===== src/rtl/jlztb_fifo.sv =====
// Small flip-flop queue between the front and back ends.
module jlztb_fifo #(
    parameter int WIDTH = 8,
    parameter int DEPTH = 4   // power of two
) (
    input  logic             i_clk,
    input  logic             i_rst_n,
    input  logic             i_push,
    input  logic [WIDTH-1:0] i_data,
    output logic             o_full,
    input  logic             i_pop,
    output logic             o_empty,
    output logic [WIDTH-1:0] o_data
);

    localparam int PW = (DEPTH > 1) ? $clog2(DEPTH) : 1;
    localparam int CW = $clog2(DEPTH + 1);

    logic [WIDTH-1:0] r_mem [0:DEPTH-1];
    logic [PW-1:0]    r_wp, r_rp;
    logic [CW-1:0]    r_count;
    logic             do_push, do_pop;

    assign o_full  = r_count == CW'(DEPTH);
    assign o_empty = r_count == '0;
    assign do_push = i_push && !o_full;
    assign do_pop  = i_pop && !o_empty;
    assign o_data  = r_mem[r_rp];

    always_ff @(posedge i_clk) begin
        if (!i_rst_n) begin
            r_wp    <= '0;
            r_rp    <= '0;
            r_count <= '0;
        end else begin
            if (do_push) r_wp <= r_wp + 1'b1;
            if (do_pop)  r_rp <= r_rp + 1'b1;
            if (do_push && !do_pop)      r_count <= r_count + 1'b1;
            else if (do_pop && !do_push) r_count <= r_count - 1'b1;
        end
    end

    always_ff @(posedge i_clk) begin
        if (do_push) r_mem[r_wp] <= i_data;
    end

    a_no_overflow: assert property (@(posedge i_clk) disable iff (!i_rst_n)
        !(i_push && o_full)) else $error("push into full queue");
    a_no_underflow: assert property (@(posedge i_clk) disable iff (!i_rst_n)
        !(i_pop && o_empty)) else $error("pop from empty queue");
    a_count_step: assert property (@(posedge i_clk) disable iff (!i_rst_n)
        (i_push && !i_pop) |=> (r_count == $past(r_count) + 1'b1))
        else $error("queue count lost a push");

endmodule


===== config.mk =====
export PLATFORM = sky130hd
export DESIGN_NAME = jlztb_fifo
export DESIGN_NICKNAME = d
export VERILOG_FILES = /design/src/rtl/jlztb_fifo.sv
export SDC_FILE = /design/constraint.sdc
export NUM_CORES = 1
export LEC_CHECK = 0
export BUFFER_PORTS_ARGS = -buffer_cell sky130_fd_sc_hd__clkbuf_2
export CORE_MARGIN = 4
export CORE_UTILIZATION = 50
export DETAILED_ROUTE_END_ITERATION = 10
export PLACE_DENSITY = 0.71
export SYNTH_ARGS = -nofsm -noshare
export SYNTH_HDL_FRONTEND = slang
export SYNTH_SLANG_ARGS = --single-unit
export TNS_END_PERCENT = 30

===== constraint.sdc =====
create_clock -name i_clk -period 2.5 [get_ports i_clk]
set_input_delay 0.5 -clock i_clk [delete_from_list [all_inputs] [get_ports i_clk]]
set_output_delay 0.5 -clock i_clk [all_outputs]
set_load 0.01 [all_outputs]

==> impl_metrics.csv <==
group,metric,value,unit
status,status,"finished, final reports clean",
synth,synth-edff-count,32,
sta,finalSetupTns,0,ns
clocking,cts.repair.resized,0,
clocking,post_cts_buffers,0,
sta,hold_violations,0,
sta,min_period,2.244,ns
sta,fin_worst_skew,0.01390,ns
final_layout,n_antenna_cell,0,
routing,routed_wl,2.358,mm
synth,syn-mean-instance-area,18.21,sq um
synth,async_flop_share,0,
final_layout,drive_gt1_frac,0.3276,
synth,synth.cell_area,1639,sq um
setup_path,cp.required,2.00,ns
final_layout,seq_area,1141,sq um
routing,drc,0,
synth,synth_cells,90,
pwr,power.density,936.3,nW/um^2
clocking,cts_max_level,2,
routing,ant_nets,0,
die,die-area,4258,sq um
final_layout,fin_nets,133,
worst_hold_path,whs_path_depth,1,
routing,drt_pass1_iterations,3,
sta,finalCritPeriodShare,0.8974,
pwr,power,1.725,mW
global_route,grt_antenna_before_repair,0,
routing,viasPerCell,5.088,
clocking,path_clk_slew,0.12,ns
sta,finalSetupViolCount,0,
die,ios,22,
job,max_cap_violations,0,
setup_path,cp.arrival,1.74,ns
setup_path,cp-end-kind,"primary output",
clocking,insertion_delay,0.34,ns
clocking,hold_buffers,0,
setup_path,r2r_start,"r_count[0]$_SDFFE_PN0P_",
global_route,grt_usage,0.1342,
place,dp_hpwl,1.621,mm
global_route,grt_max_degree,13,
clocking,cts_root_buf,"clkbuf_4",
setup_path,path_class,"reg2out",
place,portBuffers,21,
synth,ys_seq_area_frac,0.6962,
clocking,cts.path.max_buffers,2,
setup_path,start_kind,"flip-flop",
worst_hold_path,hold_path_class,"in2reg",
setup_path,worstPathMaxFanout,8,
final_layout,multi_input_area,462.9,sq um
final_layout,most-common-layout-cells,"32 x edfxtp_1, 21 x clkbuf_2, 9 x dfxtp_1, 8 x mux4_2, 8 x and2_1",
routing,vias,814,
worst_hold_path,min_from,"i_data[1]",
clocking,cts_buffers,5,
routing,wire_per_inst,14.74,um
synth,synthFlopType,"edfxtp_1",
sta,timing.hold.ws,0.3723,ns
clocking,cts_tree,"built",
global_route,grt_pass1_vias,837,
pwr,peakVddDrop,0.5140,mV
synth,synth.distinct_cells,23,
synth,synth_warnings,0,
synth,synth_fp_nets,108,
die,die_w,65.26,um
die,die_h,65.26,um
synth,yosys_register_bits,41,
final_layout,finalCoreUtilization,0.5935,
final_layout,nFillCells,265,
global_route,grt_pass1_wl,4.050,mm
die,rows,20,
place,gp_congestion,0.7966,
sta,tightest_slew,0.5359,ns
final_layout,layout_commonest_cell,"edfxtp_1",
final_layout,syn2layout_area_growth,12.37,%
die,start_util,0.5282,
sta,fmax,445.7,MHz
clocking,cts.sink_count,41,
sta,rsz0062_at_grt,"no",
sta,slew_violations,0,
routing,drtIter0Drc,27,
global_route,grt-ovfl-total,0,
die,coreArea,3103,sq um
pwr,power_leakage,0.6668,nW
setup_path,reg2reg_depth,8,
sta,relSlewSlack,0.6423,
[state kept, by name, indices dropped and copies added, names as in the netlist, named ones only]
| name | count |
|---|---|
| r_mem | 32 |
| r_wp | 2 |
| r_count | 3 |
| r_rp | 2 |
[cell usage after synthesis (2+ instances only)]
| cell | n | area [sq um] |
|---|---|---|
| edfxtp_1 | 32 | 960.9 |
| dfxtp_1 | 9 | 180.2 |
| and2_1 | 8 | 50.05 |
| mux4_2 | 8 | 180.2 |
| ha_1 | 5 | 62.56 |
| nand2_1 | 4 | 15.01 |
| inv_1 | 3 | 11.26 |
| mux2i_1 | 3 | 30.03 |
| xnor2_1 | 3 | 26.28 |
| nor2b_1 | 2 | 12.51 |
[through the flow]
step / worst slack, ns / cells / area [sq um]
6_report: 0.2564 / 160 / 1842
5_1_grt: 0.09324 / 160 / 1842
4_1_cts: 0.1774 / 160 / 1842
2_1_floorplan: 0.4644 / 90 / 1639
3_3_place_gp: 0.4946 / 152 / 1783
3_5_place_dp: 0.4561 / 152 / 1783
[kinds of logic (layout without fill, tap and decap cells)]
logic type                 Yosys count  in the layout  share of synthesized area
buffers and inverters                7             33                    0.02137
adders and majority gates            6              6                    0.05038
xor gates and xnor gates             4              4                    0.02138
DFF                                 41             41                     0.6962
AOI/OAI and AO/OA                    4              4                    0.02061
muxes                               11             11                     0.1282
and+or+nand+nor                     17             17                    0.06183
[per-layer routing]
metal / GRT usage / up-vias / routed length [um]
li1: - / 392 / -
met1: 0.1550 / 397 / 1028
met2: 0.2187 / 20 / 1160
met3: 0.05812 / 5 / 123
met4: 0.05440 / 0 / 45
met5: 0 / - / 0
[critical path, stage by stage, from the launching register on]
cell	delay, ns
dfxtp_1	0.68
mux4_2	0.58
clkbuf_2	0.14
[final timing paths]
check / endpoint / slack (ns)
worst max register to register: r_count[2]$_SDFFE_PN0P_ / 0.39
worst max-delay path: o_data[3] / 0.26
worst min-delay path: r_mem[1][1]$_DFFE_PP_ / 0.37
worst min register to register: r_wp[1]$_SDFFE_PN0P_ / 0.51
[where the power goes]
group,internal (mW),switching [mW]
combinational,0.253,0.203
sequential,0.837,0.0979
clock,0.139,0.195
[area by class of cell]
type | instances | share of cell area
Tap cell | 44 | 0.02989
Multi-Input combinational cell | 42 | 0.2514
Inverter | 3 | 0.006114
Clock buffer | 8 | 0.03193
Timing Repair Buffer | 22 | 0.06114
Sequential cell | 41 | 0.6196
No activity file was read; power rests on OpenSTA's default activity.
