$ cat config.mk
export PLATFORM = sky130hd
export DESIGN_NAME = jlztb_front
export DESIGN_NICKNAME = d
export VERILOG_FILES = /design/src/rtl/jlztb_pkg.sv /design/src/rtl/jlztb_front.sv
export SDC_FILE = /design/constraint.sdc
export NUM_CORES = 2
export LEC_CHECK = 0
export BUFFER_PORTS_ARGS = -buffer_cell sky130_fd_sc_hd__buf_2
export CAP_MARGIN = 5
export CORE_ASPECT_RATIO = 1.75
export CORE_MARGIN = 2
export CORE_UTILIZATION = 61
export DETAILED_ROUTE_END_ITERATION = 8
export PLACE_DENSITY = 0.86
export SETUP_SLACK_MARGIN = 0.4
export SKIP_LAST_GASP = 1
export SYNTH_ARGS = -nofsm -noshare
export SYNTH_HDL_FRONTEND = slang
export SYNTH_SLANG_ARGS = --single-unit
$ cat constraint.sdc
create_clock -name i_clk -period 16.38 [get_ports i_clk]
set_clock_uncertainty 0.15 [all_clocks]
set_input_delay 3.276 -clock i_clk [delete_from_list [all_inputs] [get_ports i_clk]]
set_output_delay 3.276 -clock i_clk [all_outputs]
set_load 0.03 [all_outputs]
$ cat src/rtl/jlztb_pkg.sv
// Shared constants, codes and types for the joint limit zone torque blend block.
package jlztb_pkg;

    localparam int DEF_VALUE_WIDTH = 32;
    localparam int DEF_FRAC_BITS   = 16;
    localparam int RATIO_BITS      = 16;
    localparam int RATIO_W         = 17;
    localparam int IW              = 64;   // internal width, holds +-2^61 and its sums
    localparam int QUEUE_DEPTH     = 4;    // power of two
    localparam int CFG_IDX_W       = 3;

    localparam int RST_ENABLE      = 1;
    localparam int RST_POS_OUTER   = 13107;
    localparam int RST_POS_INNER   = 6554;
    localparam int RST_VEL_OUTER   = 13107;
    localparam int RST_VEL_INNER   = 6554;
    localparam int RST_DAMPING     = 655360;
    localparam int RST_POS_RATIO   = 32768;
    localparam int RST_VEL_RATIO   = 32768;

    localparam logic signed [IW-1:0] SAT_LIM = 64'sh2000_0000_0000_0000;

    typedef enum logic [2:0] {
        ZONE_OFF       = 3'd0,
        ZONE_POS_OUTER = 3'd1,
        ZONE_POS_INNER = 3'd2,
        ZONE_VEL_OUTER = 3'd3,
        ZONE_VEL_INNER = 3'd4
    } t_zone;

    typedef enum logic [CFG_IDX_W-1:0] {
        CFG_ENABLE    = 3'd0,
        CFG_POS_OUTER = 3'd1,
        CFG_POS_INNER = 3'd2,
        CFG_VEL_OUTER = 3'd3,
        CFG_VEL_INNER = 3'd4,
        CFG_DAMPING   = 3'd5,
        CFG_POS_RATIO = 3'd6,
        CFG_VEL_RATIO = 3'd7
    } t_cfg_idx;

    // classification handed from front to back
    typedef struct packed {
        t_zone zone;
        logic  side;
        logic  a_zero;   // ramp at or below its low edge
        logic  a_one;    // ramp at or past its high edge
    } t_ctl;

endpackage

$ cat src/rtl/jlztb_front.sv
// Front end: accepts a joint, picks zone and side, sets up the ramp quotient.
module jlztb_front
    import jlztb_pkg::*;
#(
    parameter int VALUE_WIDTH = DEF_VALUE_WIDTH,
    parameter int EW          = DEF_VALUE_WIDTH + 4
) (
    input  logic                          i_clk,
    input  logic                          i_rst_n,
    input  logic                          i_valid,
    output logic                          o_stall,
    input  logic signed [VALUE_WIDTH-1:0] i_joint_pos,
    input  logic signed [VALUE_WIDTH-1:0] i_joint_vel,
    input  logic signed [VALUE_WIDTH-1:0] i_task_torque,
    input  logic signed [VALUE_WIDTH-1:0] i_upper_bound,
    input  logic signed [VALUE_WIDTH-1:0] i_lower_bound,
    input  logic        [VALUE_WIDTH-2:0] i_speed_bound,
    input  logic        [VALUE_WIDTH-2:0] i_effort_bound,
    input  logic                          i_has_upper,
    input  logic                          i_has_lower,
    input  logic                          i_enable,
    input  logic        [VALUE_WIDTH-2:0] i_pos_outer,
    input  logic        [VALUE_WIDTH-2:0] i_pos_inner,
    input  logic        [VALUE_WIDTH-2:0] i_vel_outer,
    input  logic        [VALUE_WIDTH-2:0] i_vel_inner,
    output logic                          o_push,
    input  logic                          i_full,
    output logic signed [VALUE_WIDTH-1:0] o_tau,
    output logic signed [VALUE_WIDTH-1:0] o_dq,
    output logic        [VALUE_WIDTH-2:0] o_eb,
    output logic        [EW-1:0]          o_num,
    output logic        [EW-1:0]          o_den,
    output t_ctl                          o_ctl
);

    logic signed [EW-1:0] q, dq, up, lw, vb, pz1, pz2, vz1, vz2;
    logic signed [EW-1:0] z, lo, hi;
    logic                 pv, vv, side;
    t_zone                zone;
    logic                 r_fv;
    logic                 load;

    assign q   = EW'(i_joint_pos);
    assign dq  = EW'(i_joint_vel);
    assign up  = EW'(i_upper_bound);
    assign lw  = EW'(i_lower_bound);
    assign vb  = EW'(i_speed_bound);
    assign pz1 = EW'(i_pos_outer);
    assign pz2 = EW'(i_pos_inner);
    assign vz1 = EW'(i_vel_outer);
    assign vz2 = EW'(i_vel_inner);

    always_comb begin
        pv   = !(i_has_upper && i_has_lower) || ((up - lw) > (pz1 + pz1));
        vv   = vb > (vz1 + vz1);
        zone = ZONE_OFF;
        side = 1'b0;
        if (pv && i_has_upper && (q > up - pz1)) begin
            side = 1'b0;
            zone = (q > up - pz2) ? ZONE_POS_INNER : ZONE_POS_OUTER;
        end
        if (pv && i_has_lower && (q < lw + pz1)) begin
            side = 1'b1;
            zone = (q < lw + pz2) ? ZONE_POS_INNER : ZONE_POS_OUTER;
        end
        // velocity side is skipped when position already claimed that side
        if (vv && (zone == ZONE_OFF || side) && (dq > vb - vz1)) begin
            side = 1'b0;
            zone = (dq > vb - vz2) ? ZONE_VEL_INNER : ZONE_VEL_OUTER;
        end
        if (vv && (zone == ZONE_OFF || !side) && (dq < vz1 - vb)) begin
            side = 1'b1;
            zone = (dq < vz2 - vb) ? ZONE_VEL_INNER : ZONE_VEL_OUTER;
        end
        if (!i_enable) begin
            zone = ZONE_OFF;
            side = 1'b0;
        end
    end

    // ramp operands, mirrored for the lower / negative side
    always_comb begin
        case (zone)
            ZONE_POS_OUTER: begin
                z  = side ? -q : q;
                lo = side ? -(lw + pz1) : up - pz1;
                hi = side ? -(lw + pz2) : up - pz2;
            end
            ZONE_POS_INNER: begin
                z  = side ? -q : q;
                lo = side ? -(lw + pz2) : up - pz2;
                hi = side ? -lw : up;
            end
            ZONE_VEL_OUTER: begin
                z  = side ? -dq : dq;
                lo = vb - vz1;
                hi = vb - vz2;
            end
            ZONE_VEL_INNER: begin
                z  = side ? -dq : dq;
                lo = vb - vz2;
                hi = vb;
            end
            default: begin
                z  = '0;
                lo = '0;
                hi = '0;
            end
        endcase
    end

    assign o_stall = r_fv && i_full;
    assign load    = !o_stall;
    assign o_push  = r_fv && !i_full;

    always_ff @(posedge i_clk) begin
        if (!i_rst_n) begin
            r_fv <= 1'b0;
        end else if (load) begin
            r_fv <= i_valid;
        end
    end

    always_ff @(posedge i_clk) begin
        if (load) begin
            o_tau        <= i_task_torque;
            o_dq         <= i_joint_vel;
            o_eb         <= i_effort_bound;
            o_num        <= EW'(z - lo);
            o_den        <= EW'(hi - lo);
            o_ctl.zone   <= zone;
            o_ctl.side   <= side;
            o_ctl.a_zero <= z <= lo;
            o_ctl.a_one  <= z >= hi;
        end
    end

endmodule

==> qor.yml <==
status: "finished, violations left"
violations: "capacitance limit, slew limit"
area_delta_synth_final_pct: 11.2
drc: 0
synth-edff-count: 173
crit_required_ns: 16.46
track_usage_pct: 48.6
synth_area_leaders: "ha_1 24%, edfxtp_1 14%, xnor2_1 6.4%, a21oi_1 5.9%, nor2_1 4.0%"
htree_levels: 4
max_stage_delay_ns: 0.95
firstDrtPassIters: 9
synth_common_cells: "709 x ha_1, 434 x a21oi_1, 387 x nor2_1, 358 x inv_1, 271 x nand2_1"
clkPwrFrac_pct: 9.2
avgRoutedWirePerCell_um: 26.5
clkLatencyLatePin_ns: 0.50
drt_iter0_markers: 3963
nets: 6195
power_density_nw_per_um2: 123
syn_inst: 4658
wl_um: 157000
rrSetupSlack_ns: 13.42
die_area_um2: 61900
highest_layer: "met5"
relSlewSlack_pct: -0.668
cts_setup_buffers: 0
gp_congestion: 1.13
swShare_pct: 52.9
yosysTopAreaCell: "ha_1"
drive_gt1_share_pct: 12.9
die_w_um: 189
ir_drop_mv: 0.172
cts_tree: "yes"
wl_met3_um: 15300
clk_pin_slew_worst_paths_ns: 0.07
vias_per_cell: 6.80
avgSynthCellArea_um2: 7.84
vias: 40340
timing.fmax_mhz: 66.9
yosys_warnings: 0
p_int_uw: 2350
setup_viol: 0
place_area_um2: 39900
start_util_pct: 61.7
wl_met2_um: 70700
hold_class: "flop to flop"
maxSlewViolCount: 1
overflow: 0
grt_max_degree: 104
ant_nets: 0
seq_area_frac_synth_pct: 14.3
hold_viol_final: 0
combPwrFrac_pct: 75.5
ys.flop_type: "edfxtp_1"
clock_sinks: 174
io_pins: 528
stdcell_area_um2: 40600
cts_buffers: 25
met1Wirelength_um: 51000
holdBufCountCts: 0
fin_total_pwr_uw: 5000
finalCriticalPeriod_ns: 14.95
p_leak_uw: 0.0193
synthDominantCellAreaShare_pct: 24.3
netlist_area_um2: 36500
grt_pass1_vias: 39452
fp-row-count: 118
antenna_found_initial: 32
rsz0062_at_grt: "no"
worst_slack_ns: 1.43
start_kind: "input pin"
hold_ws_ns: 0.889
port_buffers: 527
critPathKind: "input pin to flop"
p_seq_share_pct: 15.3
place_ws_ns: 1.39
cp_slowest_cell: "or4b_1"
cts_max_path_buffers: 3
crit_path_max_fanout: 21
synth_cell_type_count: 110
core_um2: 59200
min_period_over_period_pct: 91.3
ys_async_sr_fraction_pct: 0
place_hpwl_um: 131000
worstPathArrival_ns: 15.03
drv_cap: 1
tns_ns: 0
end_kind: "flop"
grt_first_pass_wirelength_um: 228000
switching_power_uw: 2650
die_y_um: 328
worstMarginPinSlew_ns: 1.49
ys_ff_latch: 174
yosys.cell_count.top_type: "ha_1"
cts-resized-gates: 0
cts_root_buf: "clkbuf_16"
synth_fp_nets: 5731
## area by class of cell
| type | instances | area [µm²] |
|---|---|---|
| fill | 5197 | 18600 |
| timing repair buffer | 549 | 2820 |
| clock inverter | 6 | 31.3 |
| sequential | 174 | 5220 |
| tap | 780 | 976 |
| antenna | 26 | 65.1 |
| clock buffer | 27 | 633 |
| multi-input combinational | 4004 | 29500 |
| inverter | 368 | 1380 |
## stage by stage
step | util, % | cells
6_report | 68.6 | 5934
5_1_grt | 68.6 | 5924
4_1_cts | 68.5 | 5908
3_5_place_dp | 67.4 | 5875
3_3_place_gp | 67.4 | 5875
2_1_floorplan | - | 4658
## worst paths after layout
kind | from | endpoint | depth (start not counted)
hold reg to reg | r_fv | o_num[6] | 1
setup reg to reg | r_fv | o_dq[30] | 3
setup / recovery | i_speed_bound[0] | o_den[35] | 42
hold / removal | r_fv | o_num[6] | 1
## sequential cells by signal, summed over array words and instances (netlist names)
| signal | flops |
|---|---|
| o_dq | 32 |
| o_tau | 32 |
| r_fv | 1 |
| o_ctl | 6 |
| o_eb | 31 |
| o_den | 36 |
| o_num | 36 |
## per-layer routing
metal / track usage (%) / vias to the layer above
li1: - / 18177
met5: 0 / -
met1: 49.6 / 18587
met4: 50.6 / 14
met3: 9.51 / 935
met2: 80.4 / 2627
## layout by cell type (no fill, tap or decap), types with 20 or more instances in the layout
master	n
a211o_1	20
a211oi_1	70
a21o_1	192
a21oi_1	434
a31oi_1	39
and2_1	36
and3_1	43
buf_2	527
buf_4	21
clkbuf_16	25
diode_2	26
edfxtp_1	173
ha_1	709
inv_1	358
nand2_1	270
nand2b_1	76
nand3_1	101
nand4_1	81
nor2_1	386
nor2b_1	64
nor3_1	111
nor4_1	25
o211ai_1	39
o21a_1	66
o21ai_0	251
o21ai_1	22
o21bai_1	51
o22ai_1	82
o31ai_1	30
or3_1	49
xnor2_1	265
xor2_1	163
## worst max-delay path: cells and delay by family
family          cells  cell delay [ns]
buf+inv             5             0.78
simple gates       13             3.70
fa+ha+maj           4             1.27
compound gates     17             5.53
xor+xnor            3             0.45
## cell families after synthesis
| logic type | synth area share [%] |
|---|---|
| AND/OR/NAND/NOR | 18.4 |
| multiplexers | 0.332 |
| flip-flops | 14.3 |
| XOR/XNOR | 10.3 |
| AO/OA/AOI/OAI | 26.8 |
| adder cells (fa/ha/maj) | 24.9 |
| buffers and inverters | 5.04 |
## power by group through the flow
stage	Sequential [µW]	Combinational (µW)	Clock, µW
finish	767	3770	460
global route	773	4010	471
CTS	766	3630	454
detailed placement	771	3580	0
global placement	764	3510	0
floorplan	1000	2280	0
(Power assumes the default switching activity.)
